===== config.mk =====
export PLATFORM = sky130hd
export DESIGN_NAME = text_window_cursor_engine
export DESIGN_NICKNAME = d
export VERILOG_FILES = /design/src/hdl/twc_pkg.sv /design/src/hdl/twc_front.sv /design/src/hdl/twc_queue.sv /design/src/hdl/twc_back.sv /design/src/hdl/text_window_cursor_engine.sv
export VERILOG_INCLUDE_DIRS = /design/src /design/src/hdl
export SDC_FILE = /design/constraint.sdc
export NUM_CORES = 1
export LEC_CHECK = 0
export ABC_CLOCK_PERIOD_IN_PS = 6400
export CORE_MARGIN = 1.5
export CORE_UTILIZATION = 49
export CTS_BUF_LIST = sky130_fd_sc_hd__clkbuf_8
export DETAILED_ROUTE_END_ITERATION = 6
export DONT_BUFFER_PORTS = 1
export PLACE_DENSITY = 0.75
export SLEW_MARGIN = 25
export SYNTH_ARGS = -nofsm -noshare
export SYNTH_HDL_FRONTEND = slang
export SYNTH_SLANG_ARGS = --single-unit

===== constraint.sdc =====
create_clock -name clk -period 6.4 [get_ports clk]
set_input_delay 0.64 -clock clk [delete_from_list [all_inputs] [get_ports clk]]
set_output_delay 0.64 -clock clk [all_outputs]
set_load 0.03 [all_outputs]

===== src/hdl/text_window_cursor_engine_assert.svh =====
// ----------------------------------------------------------------------------
// Text window cursor engine assertion macros
// Shared concurrent assertion forms, clocked on clk and disabled in reset.
// ----------------------------------------------------------------------------
`ifndef TEXT_WINDOW_CURSOR_ENGINE_ASSERT_SVH
`define TEXT_WINDOW_CURSOR_ENGINE_ASSERT_SVH

`ifndef NO_ASSERTIONS

// Property must hold at every clock edge outside reset.
`define TWC_ASSERT(label, prop, msg) \
	label: assert property (@(posedge clk) disable iff (!arst_n) (prop)) else $error(msg);

// Expression must never be true outside reset.
`define TWC_ASSERT_NEVER(label, expr, msg) \
	label: assert property (@(posedge clk) disable iff (!arst_n) !(expr)) else $error(msg);

`else

`define TWC_ASSERT(label, prop, msg)
`define TWC_ASSERT_NEVER(label, expr, msg)

`endif

`endif


===== src/hdl/twc_pkg.sv =====
`timescale 1ns / 1ps
// ----------------------------------------------------------------------------
// Text window cursor engine package
// Types, codes and fixed constants shared by the engine's modules.
// ----------------------------------------------------------------------------
package twc_pkg;

	// Result action codes.
	typedef enum logic [1:0] {
		ACT_WRITE  = 2'd0,
		ACT_SCROLL = 2'd1,
		ACT_CURSOR = 2'd2
	} twc_action_t;

	// Configuration register indexes.
	localparam logic [2:0] CFG_WIN_LEFT   = 3'd0;
	localparam logic [2:0] CFG_WIN_TOP    = 3'd1;
	localparam logic [2:0] CFG_WIN_WIDTH  = 3'd2;
	localparam logic [2:0] CFG_WIN_HEIGHT = 3'd3;
	localparam logic [2:0] CFG_TEXT_ATTR  = 3'd4;

	// Control characters.
	localparam logic [7:0] CHAR_BACKSPACE = 8'd8;
	localparam logic [7:0] CHAR_TAB       = 8'd9;
	localparam logic [7:0] CHAR_NEWLINE   = 8'd10;
	localparam logic [7:0] CHAR_SPACE     = 8'd32;

	// Depth of the queue between front and back.
	localparam int QUEUE_DEPTH = 4;

	// Window configuration as seen by the front end.
	typedef struct packed {
		logic [6:0] win_left;
		logic [4:0] win_top;
		logic [6:0] win_width;
		logic [4:0] win_height;
		logic [7:0] text_attribute;
	} twc_cfg_t;

	// One classified character, ready for the back end to expand.
	typedef struct packed {
		logic       has_write;
		logic       has_scroll;
		logic [6:0] col;
		logic [4:0] row;
		logic [7:0] chr;
		logic [7:0] attr;
		logic [6:0] cur_col;
		logic [4:0] cur_row;
	} twc_op_t;

endpackage


===== src/hdl/twc_front.sv =====
`timescale 1ns / 1ps
// ----------------------------------------------------------------------------
// Text window cursor engine front end
// Classifies each character, moves the cursor and builds one queue entry.
// ----------------------------------------------------------------------------
`include "text_window_cursor_engine_assert.svh"

module twc_front #(
	parameter int TAB_STOP = 8
) (
	input  logic             clk,
	input  logic             arst_n,
	input  twc_pkg::twc_cfg_t cfg,
	input  logic             accept,
	input  logic [7:0]       char_code,
	output twc_pkg::twc_op_t op
);
	import twc_pkg::*;

	logic [6:0] cur_col_q;
	logic [4:0] cur_row_q;
	logic [7:0] stop_tbl [128];
	logic [6:0] iw;
	logic [4:0] ih;
	logic [6:0] col_sat;
	logic [4:0] row_sat;
	logic [7:0] stop;
	logic [6:0] col_inc;
	logic       next_line;
	logic [6:0] col_nx;
	logic [4:0] row_nx;

	// Next tab stop for every column, worked out at elaboration.
	for (genvar g = 0; g < 128; g++) begin : g_stop
		assign stop_tbl[g] = 8'(((g / TAB_STOP) + 1) * TAB_STOP);
	end

	// Interior size, with a tiny window acting as one column or one row.
	assign iw = (cfg.win_width >= 7'd2) ? cfg.win_width - 7'd1 : 7'd1;
	assign ih = (cfg.win_height >= 5'd2) ? cfg.win_height - 5'd1 : 5'd1;

	// Cursor saturates into the interior after the window shrinks.
	assign col_sat = (cur_col_q > iw - 7'd1) ? iw - 7'd1 : cur_col_q;
	assign row_sat = (cur_row_q > ih - 5'd1) ? ih - 5'd1 : cur_row_q;
	assign stop    = stop_tbl[col_sat];
	assign col_inc = col_sat + 7'd1;

	// Character decode and cursor movement.
	always_comb begin
		op.has_write  = 1'b0;
		op.has_scroll = 1'b0;
		op.col        = cfg.win_left + 7'd1 + col_sat;
		op.row        = cfg.win_top + 5'd1 + row_sat;
		op.chr        = char_code;
		op.attr       = cfg.text_attribute;
		next_line     = 1'b0;
		col_nx        = col_sat;
		row_nx        = row_sat;
		unique case (char_code)
			CHAR_TAB: begin
				next_line = (stop >= {1'b0, iw});
				col_nx    = stop[6:0];
			end
			CHAR_NEWLINE: begin
				next_line = 1'b1;
			end
			CHAR_BACKSPACE: begin
				op.has_write = 1'b1;
				op.col       = cfg.win_left + col_sat;
				op.chr       = CHAR_SPACE;
			end
			default: begin
				op.has_write = 1'b1;
				col_nx       = col_inc;
				next_line    = (col_inc >= iw);
			end
		endcase
		if (next_line) begin
			col_nx = 7'd0;
			if (row_sat >= ih - 5'd1) begin
				op.has_scroll = 1'b1;
			end else begin
				row_nx = row_sat + 5'd1;
			end
		end
		op.cur_col = col_nx;
		op.cur_row = row_nx;
	end

	// Cursor registers.
	always_ff @(posedge clk or negedge arst_n) begin
		if (!arst_n) begin
			cur_col_q <= 7'd0;
			cur_row_q <= 5'd0;
		end else if (accept) begin
			cur_col_q <= col_nx;
			cur_row_q <= row_nx;
		end
	end

	// The stored cursor always lands inside the interior.
	`TWC_ASSERT(a_cursor_inside, accept |=> (cur_col_q < $past(iw)) && (cur_row_q < $past(ih)), "cursor left the interior")
	// A scroll only comes from the bottom interior line.
	`TWC_ASSERT(a_scroll_bottom, op.has_scroll |-> (row_sat == ih - 5'd1) && (col_nx == 7'd0), "scroll away from bottom line")

endmodule


===== src/hdl/twc_queue.sv =====
`timescale 1ns / 1ps
// ----------------------------------------------------------------------------
// Text window cursor engine queue
// Short register queue that decouples the front end from the back end.
// ----------------------------------------------------------------------------
`include "text_window_cursor_engine_assert.svh"

module twc_queue #(
	parameter int DEPTH = 4
) (
	input  logic              clk,
	input  logic              arst_n,
	input  logic              wr_en,
	input  twc_pkg::twc_op_t  wr_data,
	output logic              full,
	input  logic              rd_en,
	output twc_pkg::twc_op_t  rd_data,
	output logic              q_valid
);
	import twc_pkg::*;

	localparam int PTR_W = (DEPTH > 1) ? $clog2(DEPTH) : 1;
	localparam int CNT_W = $clog2(DEPTH + 1);

	twc_op_t          mem_q [DEPTH];
	logic [PTR_W-1:0] wr_ptr_q;
	logic [PTR_W-1:0] rd_ptr_q;
	logic [CNT_W-1:0] count_q;
	logic             wr_fire;
	logic             rd_fire;

	assign full    = (count_q == CNT_W'(DEPTH));
	assign q_valid = (count_q != '0);
	assign wr_fire = wr_en && !full;
	assign rd_fire = rd_en && q_valid;
	assign rd_data = mem_q[rd_ptr_q];

	// Entry storage.
	always_ff @(posedge clk) begin
		if (wr_fire) begin
			mem_q[wr_ptr_q] <= wr_data;
		end
	end

	// Pointers and fill count.
	always_ff @(posedge clk or negedge arst_n) begin
		if (!arst_n) begin
			wr_ptr_q <= '0;
			rd_ptr_q <= '0;
			count_q  <= '0;
		end else begin
			if (wr_fire) begin
				wr_ptr_q <= (wr_ptr_q == PTR_W'(DEPTH - 1)) ? '0 : wr_ptr_q + 1'b1;
			end
			if (rd_fire) begin
				rd_ptr_q <= (rd_ptr_q == PTR_W'(DEPTH - 1)) ? '0 : rd_ptr_q + 1'b1;
			end
			if (wr_fire && !rd_fire) begin
				count_q <= count_q + 1'b1;
			end else if (rd_fire && !wr_fire) begin
				count_q <= count_q - 1'b1;
			end
		end
	end

	`TWC_ASSERT(a_count_range, count_q <= CNT_W'(DEPTH), "queue count beyond depth")
	`TWC_ASSERT(a_count_up, (wr_fire && !rd_fire) |=> (count_q == $past(count_q) + 1'b1), "queue count lost a write")

endmodule


===== src/hdl/twc_back.sv =====
`timescale 1ns / 1ps
// ----------------------------------------------------------------------------
// Text window cursor engine back end
// Expands queue entries into one or two results and holds the output beat.
// ----------------------------------------------------------------------------
`include "text_window_cursor_engine_assert.svh"

module twc_back #(
	parameter int SCREEN_COLS = 80
) (
	input  logic             clk,
	input  logic             arst_n,
	input  logic             q_valid,
	input  twc_pkg::twc_op_t head,
	output logic             rd_en,
	input  logic             pop,
	output logic             empty,
	output logic [1:0]       action,
	output logic [6:0]       screen_col,
	output logic [4:0]       screen_row,
	output logic [7:0]       cell_char,
	output logic [7:0]       cell_attribute,
	output logic [11:0]      cell_address,
	output logic [6:0]       cursor_col,
	output logic [4:0]       cursor_row,
	output logic             last
);
	import twc_pkg::*;

	logic        out_valid_q;
	logic        phase_q;
	twc_action_t action_q;
	logic [6:0]  screen_col_q;
	logic [4:0]  screen_row_q;
	logic [7:0]  cell_char_q;
	logic [7:0]  cell_attribute_q;
	logic [11:0] cell_address_q;
	logic [6:0]  cursor_col_q;
	logic [4:0]  cursor_row_q;
	logic        last_q;
	logic        load;
	logic        emit_write;
	logic [10:0] lin_addr;

	// A new beat enters the output register when it is free or being taken.
	assign load       = q_valid && (!out_valid_q || pop);
	assign emit_write = head.has_write && !phase_q;
	// The entry leaves the queue with its final beat.
	assign rd_en      = load && !(emit_write && head.has_scroll);
	// Only the low bits of the cell index reach the 12-bit byte address.
	assign lin_addr   = 11'(20'(head.row) * 20'(SCREEN_COLS) + 20'(head.col));

	// Control: output valid and the write-then-scroll phase.
	always_ff @(posedge clk or negedge arst_n) begin
		if (!arst_n) begin
			out_valid_q <= 1'b0;
			phase_q     <= 1'b0;
		end else begin
			if (load) begin
				out_valid_q <= 1'b1;
				phase_q     <= emit_write && head.has_scroll;
			end else if (pop) begin
				out_valid_q <= 1'b0;
			end
		end
	end

	// Result payload.
	always_ff @(posedge clk) begin
		if (load) begin
			cursor_col_q <= head.cur_col;
			cursor_row_q <= head.cur_row;
			if (emit_write) begin
				action_q         <= ACT_WRITE;
				screen_col_q     <= head.col;
				screen_row_q     <= head.row;
				cell_char_q      <= head.chr;
				cell_attribute_q <= head.attr;
				cell_address_q   <= {lin_addr, 1'b0};
				last_q           <= !head.has_scroll;
			end else begin
				action_q         <= head.has_scroll ? ACT_SCROLL : ACT_CURSOR;
				screen_col_q     <= 7'd0;
				screen_row_q     <= 5'd0;
				cell_char_q      <= 8'd0;
				cell_attribute_q <= 8'd0;
				cell_address_q   <= 12'd0;
				last_q           <= 1'b1;
			end
		end
	end

	assign empty          = !out_valid_q;
	assign action         = action_q;
	assign screen_col     = screen_col_q;
	assign screen_row     = screen_row_q;
	assign cell_char      = cell_char_q;
	assign cell_attribute = cell_attribute_q;
	assign cell_address   = cell_address_q;
	assign cursor_col     = cursor_col_q;
	assign cursor_row     = cursor_row_q;
	assign last           = last_q;

	// The scroll phase only exists for an entry that writes and then scrolls.
	`TWC_ASSERT(a_phase_entry, phase_q |-> (q_valid && head.has_write && head.has_scroll), "scroll phase without its entry")
	// Only a write beat can be followed by another beat of the same character.
	`TWC_ASSERT(a_not_last_write, (out_valid_q && !last_q) |-> (action_q == ACT_WRITE), "non-final beat is not a write")

endmodule


===== src/hdl/text_window_cursor_engine.sv =====
`timescale 1ns / 1ps
// ----------------------------------------------------------------------------
// Text window cursor engine
// Keeps a cursor in a framed text window and turns characters into cell
// writes, scrolls and cursor updates.
// ----------------------------------------------------------------------------
// One character is accepted per clock while the four-entry queue between the
// front end and the back end has room. The front end decodes the character
// and moves the cursor in the cycle it is accepted; the back end hands out one
// result beat per cycle from its output register while the consumer pops. Each
// result is registered in the queue, then in the output register. A printable
// character that wraps on the bottom line takes two beats (write, then scroll);
// every other character takes one. The single output register port thus sets
// the sustained rate: one character per cycle while beats are popped and each
// takes one beat. Configuration writes are always taken (ready stays high).

module text_window_cursor_engine #(
	parameter int SCREEN_COLS = 80,
	parameter int TAB_STOP    = 8
) (
	input  logic        clk,
	input  logic        arst_n,
	input  logic        push,
	output logic        full,
	input  logic [7:0]  char_code,
	output logic        empty,
	input  logic        pop,
	output logic [1:0]  action,
	output logic [6:0]  screen_col,
	output logic [4:0]  screen_row,
	output logic [7:0]  cell_char,
	output logic [7:0]  cell_attribute,
	output logic [11:0] cell_address,
	output logic [6:0]  cursor_col,
	output logic [4:0]  cursor_row,
	output logic        last,
	input  logic        cfg_valid,
	output logic        cfg_ready,
	input  logic [2:0]  cfg_index,
	input  logic [7:0]  cfg_data
);
	import twc_pkg::*;

	twc_cfg_t cfg_q;
	twc_op_t  front_op;
	twc_op_t  head_op;
	logic     accept;
	logic     q_valid;
	logic     rd_en;

	assign cfg_ready = 1'b1;
	assign accept    = push && !full;

	// Configuration registers.
	always_ff @(posedge clk or negedge arst_n) begin
		if (!arst_n) begin
			cfg_q.win_left       <= 7'd0;
			cfg_q.win_top        <= 5'd0;
			cfg_q.win_width      <= 7'd80;
			cfg_q.win_height     <= 5'd25;
			cfg_q.text_attribute <= 8'd7;
		end else if (cfg_valid && cfg_ready) begin
			unique case (cfg_index)
				CFG_WIN_LEFT:   cfg_q.win_left       <= cfg_data[6:0];
				CFG_WIN_TOP:    cfg_q.win_top        <= cfg_data[4:0];
				CFG_WIN_WIDTH:  cfg_q.win_width      <= cfg_data[6:0];
				CFG_WIN_HEIGHT: cfg_q.win_height     <= cfg_data[4:0];
				CFG_TEXT_ATTR:  cfg_q.text_attribute <= cfg_data;
				default: begin
				end
			endcase
		end
	end

	// Front end: decode and cursor movement.
	twc_front #(
		.TAB_STOP(TAB_STOP)
	) u_front (
		.clk      (clk),
		.arst_n   (arst_n),
		.cfg      (cfg_q),
		.accept   (accept),
		.char_code(char_code),
		.op       (front_op)
	);

	// Queue between the two halves.
	twc_queue #(
		.DEPTH(QUEUE_DEPTH)
	) u_queue (
		.clk    (clk),
		.arst_n (arst_n),
		.wr_en  (push),
		.wr_data(front_op),
		.full   (full),
		.rd_en  (rd_en),
		.rd_data(head_op),
		.q_valid(q_valid)
	);

	// Back end: result beats.
	twc_back #(
		.SCREEN_COLS(SCREEN_COLS)
	) u_back (
		.clk           (clk),
		.arst_n        (arst_n),
		.q_valid       (q_valid),
		.head          (head_op),
		.rd_en         (rd_en),
		.pop           (pop),
		.empty         (empty),
		.action        (action),
		.screen_col    (screen_col),
		.screen_row    (screen_row),
		.cell_char     (cell_char),
		.cell_attribute(cell_attribute),
		.cell_address  (cell_address),
		.cursor_col    (cursor_col),
		.cursor_row    (cursor_row),
		.last          (last)
	);

endmodule

==> impl_metrics.tcl, run 1 <==
set metrics [dict create \
    outcome "completed" \
    numPortBuffers 0 \
    hold_viol 0 \
    grt_usage_pct 19.5 \
    numClockSinks 271 \
    worstPathArrival_ps 6360 \
    tns_ps 0 \
    layout-drive-gt1-share_pct 22.8 \
    netlist_area_mm2 0.0129 \
    post-dp-hpwl_mm 17.0 \
    area_growth_pct 12.3 \
    nNetsFinal 1024 \
    remaining_drc_errors 0 \
    synth_top_cell_by_area "edfxtp_1" \
    coreArea_mm2 0.0259 \
    num_vias 7396 \
    ios 82 \
    finClkSkew_ps 12.4 \
    synth_warnings 0 \
    die-area_mm2 0.0273 \
    grt_max_degree 54 \
    hp-class "in2reg" \
    cts_root_buffer "clkbuf_8" \
    wl_per_cell_um 19.6 \
    yosysMostFrequentCell "edfxtp_1" \
    grt_pass1_vias 7449 \
    cp_max_fo 9 \
    final_antenna_net_count 0 \
    synth_area_per_cell_um2 14.5 \
    die_h_um 165 \
    grtUsageMet1_pct 25.5 \
    n_antenna_cell 0 \
    cts.reportedPaths.clkPinSlew_ps 60 \
    worstSetupEndpointType "flop" \
    synth_nets 983 \
    grt_pass1_wl_mm 40.3 \
    whs_ps 162 \
    ff2ff_path_depth 25 \
    gp_congestion 0.883 \
    fmax_mhz 165 \
    yosysUniqueCellTypes 71 \
    start_util_pct 49.7 \
    async_flop_share_pct 19.6 \
    required_ps 6700 \
    ys_seq_area_share_pct 61.2 \
    worstSkewPairLatency_ps 570 \
    dr.pass1.iters 5 \
    drt_iter0_markers 586 \
    cts_max_level 2 \
    setup_violations 0 \
    synth.ff_latch_count 271 \
    overflow 0 \
    synth_top_cells_by_count "218 x edfxtp_1, 65 x ha_1, 47 x inv_1" \
    tightest_slew_ps 1000 \
    antenna_found_initial 0 \
    cp-start-kind "flop" \
    netlist_instances 888 \
    synth_area_leaders "edfxtp_1 51%, dfrtp_1 8.7%, mux4_2 7.2%" \
    cap_violations 0 \
    slew_headroom_pct 33.1 \
    fin_crit_sh_pct 94.7 \
    min_period_ps 6060 \
    synth_top_area_share_pct 50.8 \
    met2_usage_pct 32.4 \
    wl_mm 25.5 \
    die_w_um 165 \
    cts_made_buffers 44 \
    cts_buffer_depth 3 \
    hold_depth 1 \
    busiest_layer "met2" \
    synth_flop_cell "edfxtp_1" \
    drv_slew 0 \
    synth_edf_count 218 \
    met3_usage_pct 4.35 \
    detail_route.vias_per_cell 5.69 \
    critPathKind "reg2reg" \
    std_cell_rows 59 \
    cts_tree "built" \
    fin_util_pct 55.8 \
]
[registers in the layout (all words and copies together) (netlist names)]
signal and flops:
u_back.screen_col 3, u_back.phase_q 1, u_back.cursor_col 7, u_queue.wr_ptr_q 2, u_front.cur_row_q 5, u_queue.rd_ptr_q 2
u_back.out_valid_q 1, u_queue.mem_q 168, u_back.action 2, u_back.cell_char 8, u_back.last 1, u_front.cur_col_q 7
u_queue.count_q 3, u_back.cell_attribute 8, u_back.screen_row 5, cfg_q 32, u_back.cursor_row 5, u_back.cell_address 11
[per-stage QoR]
| stage | instances | area, um^2 | worst slack (ps) |
|---|---|---|---|
| after floorplan | 888 | 12900 | -60.7 |
| after global placement | 1212 | 13400 | 379 |
| after detailed placement | 1212 | 13400 | 116 |
| after CTS | 1296 | 14400 | 126 |
| after global routing | 1300 | 14500 | -49.9 |
| final | 1300 | 14500 | 341 |
[cells in the final DEF (no fill, tap or decap), types with 5 or more instances in the layout]
cell	netlist	final
o21ai_0	33	32
ha_1	65	65
a21oi_1	34	32
nor4_1	9	6
o31ai_1	6	6
nor3_1	7	7
fa_1	6	6
nor3b_1	5	5
clkbuf_8	0	52
nand3_1	12	12
or3_1	6	6
mux2_2	36	36
a21o_1	12	12
inv_1	47	58
dfstp_2	8	8
xor2_1	15	14
nor2b_1	9	9
edfxtp_1	218	218
mux4_2	41	41
buf_4	6	33
nor2_1	39	37
and2_1	40	36
or2_2	7	7
mux2i_1	8	8
nand2b_1	7	7
clkinv_1	1	6
xnor2_1	23	23
nand2_1	45	45
dfrtp_1	45	43
and3_1	7	7
[repair_timing]
action,in CTS,in global routing
setup endpoints to repair,0,64
gates resized for setup,0,13
hold buffers,2,0
setup buffers,0,4
endpoints found under the hold margin,53,0
[metal layers]
metal	wire length (um)	vias up
met5	0	-
met4	587	0
met3	1710	51
met2	12300	245
met1	11000	3691
li1	-	3409
[critical path: stages (launching register included)]
cell      delay, ps
dfrtp_1         520
inv_1           110
ha_1            260
xor2_1          210
nor4_1          290
xnor3_1         350
or2_2           310
ha_1            300
nand4_1         160
or2_2           370
o21ai_2         130
buf_4           170
mux2_2          420
ha_1            250
nor2_1          150
a21oi_1          80
ha_1            290
nor2b_1         140
o21ai_0         120
o21ai_0         130
nor4_2          220
buf_4           200
a211oi_4         50
buf_4           180
a41oi_1         280
nor2_2          100
[logic make-up after synthesis]
group	after synthesis	share of synthesized area (%)
XOR/XNOR	39	2.76
multiplexers	85	10.9
flip-flops	271	61.2
adder cells (fa/ha/maj)	71	7.24
buffers and inverters	88	2.83
other	2	0.0583
AND/OR/NAND/NOR	210	8.86
AO/OA/AOI/OAI	122	6.14
[path summary, 6_finish.rpt]
kind                                                start                             end  slack [ps]
setup / recovery                    cfg_q[14]$_DFFE_PN0P_   u_queue.mem_q[2][3]$_DFFE_PP_         340
max in group asynchronous                          arst_n            cfg_q[8]$_DFFE_PN1P_        5470
setup reg to reg                    cfg_q[14]$_DFFE_PN0P_   u_queue.mem_q[2][3]$_DFFE_PP_         340
min in group asynchronous                          arst_n      u_back.phase_q$_DFFE_PN0P_         600
hold / removal                                        pop  u_back.out_valid_q$_DFFE_PN0P_         160
hold reg to reg            u_queue.count_q[2]$_DFFE_PN0P_  u_queue.count_q[2]$_DFFE_PN0P_         490
[final cells by class]
class,instances,area [um^2]
sequential,271,7890
tap,335,419
multi-input combinational,529,4720
clock buffer,52,716
clock inverter,30,258
inverter,48,180
timing repair buffer,35,285
fill,1998,11400
Power of run 1 is not shown: default switching activity piles up to over one toggle a cycle in this logic, so the estimate is an artifact.
==> run 2: changes to the inputs <==
--- a/config.mk
+++ b/config.mk
@@ -7,12 +7,13 @@
 export NUM_CORES = 1
 export LEC_CHECK = 0
 export ABC_CLOCK_PERIOD_IN_PS = 6400
+export CAP_MARGIN = 20
 export CORE_MARGIN = 1.5
 export CORE_UTILIZATION = 49
 export CTS_BUF_LIST = sky130_fd_sc_hd__clkbuf_8
 export DETAILED_ROUTE_END_ITERATION = 6
 export DONT_BUFFER_PORTS = 1
-export PLACE_DENSITY = 0.75
+export PLACE_DENSITY = 0.65
 export SLEW_MARGIN = 25
 export SYNTH_ARGS = -nofsm -noshare
 export SYNTH_HDL_FRONTEND = slang
==> impl_metrics.tcl, run 2 (synthesized netlist as in run 1, its figures left out) <==
set metrics [dict create \
    grt_usage_pct 19.7 \
    fin_util_pct 55.2 \
    hold_viol 0 \
    cts_root_buffer "clkbuf_8" \
    final_cells 1294 \
    area_growth_pct 11.0 \
    overflow 0 \
    post-dp-hpwl_mm 16.7 \
    numClockSinks 271 \
    outcome "completed" \
    finClkSkew_ps 11.0 \
    layout-drive-gt1-share_pct 22.0 \
    cts_buffer_depth 3 \
    n_antenna_cell 0 \
    start_util_pct 49.7 \
    fin_crit_sh_pct 94.4 \
    numPortBuffers 0 \
    cp_slowest_cell "dfrtp_2" \
    tightest_slew_ps 997 \
    cp-start-kind "flop" \
    tns_ps 0 \
    required_ps 6680 \
    remaining_drc_errors 0 \
    cap_violations 0 \
    ios 82 \
    critPathKind "reg2reg" \
    worstSetupEndpointType "flop" \
    largest_register "u_queue.mem_q" \
    num_vias 7208 \
    cts_max_level 2 \
    fin_area_mm2 0.0143 \
    final_antenna_net_count 0 \
    antenna_found_initial 0 \
    wl_mm 25.4 \
    cts_made_buffers 43 \
    worstPathArrival_ps 6330 \
    hp-class "in2reg" \
    largest_reg_flops 168 \
    std_cell_rows 59 \
    grt_pass1_wl_mm 40.5 \
    setup_violations 0 \
    drv_slew 0 \
    detail_route.vias_per_cell 5.57 \
    coreArea_mm2 0.0259 \
    slew_headroom_pct 33.4 \
    cts_tree "built" \
    drt_iter0_markers 504 \
    dr.pass1.iters 5 \
    r2r_slack_ps 360 \
    die-area_mm2 0.0273 \
    cp_max_fo 9 \
    wl_per_cell_um 19.7 \
    die_w_um 165 \
    cpPeakStageDelay_ps 470 \
    worstSkewPairLatency_ps 550 \
    grt_max_degree 54 \
    layout_commonest_cell "edfxtp_1" \
    gp_congestion 0.869 \
    crit_top_cell "ha_1" \
    placedCellCount 1208 \
    cts.reportedPaths.clkPinSlew_ps 60 \
    min_period_ps 6040 \
    nNetsFinal 1019 \
    fmax_mhz 166 \
    grt_pass1_vias 7167 \
    detailed_place.area_mm2 0.0133 \
    final_cell_mix "218 x edfxtp_1, 67 x inv_1, 64 x ha_1, 47 x clkbuf_8, 45 x nand2_1" \
    die_h_um 165 \
]
==> run 2: timing repair <==
item / 4_1_cts / 5_1_grt
pin swaps: 2 / 3
resized for setup: 1 / 14
endpoints found under the hold margin: 53 / 0
hold buffers: 2 / 0
setup endpoints to repair: 6 / 64
setup buffers: 2 / 2
==> run 2: critical path, delay by kind of cell (launching register included) <==
family | cells | cell delay [ps]
DFF | 1 | 470
adders and majority gates | 5 | 1330
AOI/OAI and AO/OA | 8 | 1170
buffers and inverters | 5 | 730
and+or+nand+nor | 9 | 1640
muxes | 1 | 420
==> run 2: metrics by stage <==
stage / hold slack, ps / worst slack, ps
floorplan: 344 / -60.7
global placement: 345 / 227
detailed placement: 345 / -47.1
CTS: 150 / 25.8
global route: 144 / -38.5
finish: 186 / 359
==> run 2: final cells by class <==
class | count | area (um^2)
clock buffers | 47 | 647
clock inverters | 33 | 181
fillers | 2060 | 11600
inverters | 48 | 181
multi-input cells | 529 | 4730
flip-flops and latches | 271 | 7890
well taps | 335 | 419
repair buffers | 31 | 255
==> run 2: final timing paths <==
kind                       depth (start not counted)                            from                        endpoint
max                                               28           cfg_q[14]$_DFFE_PN0P_   u_queue.mem_q[0][3]$_DFFE_PP_
min                                                0                    char_code[6]  u_queue.mem_q[1][26]$_DFFE_PP_
max reg2reg                                       28           cfg_q[14]$_DFFE_PN0P_   u_queue.mem_q[0][3]$_DFFE_PP_
min reg2reg                                        1  u_queue.count_q[2]$_DFFE_PN0P_  u_queue.count_q[2]$_DFFE_PN0P_
max in group asynchronous                          2                          arst_n           cfg_q[17]$_DFFE_PN1P_
min in group asynchronous                          2                          arst_n      u_back.phase_q$_DFFE_PN0P_
==> run 2: per-layer routing <==
layer	up-vias	wire [um]	GRT usage, %	part of all wire, %
li1	3405	-	-	-
met5	-	0	0	0
met4	0	398	5.65	1.6
met1	3593	11500	26.9	45
met3	31	1350	4.07	5.3
met2	179	12200	32.0	48
Power of run 2 is left out for the same reason.
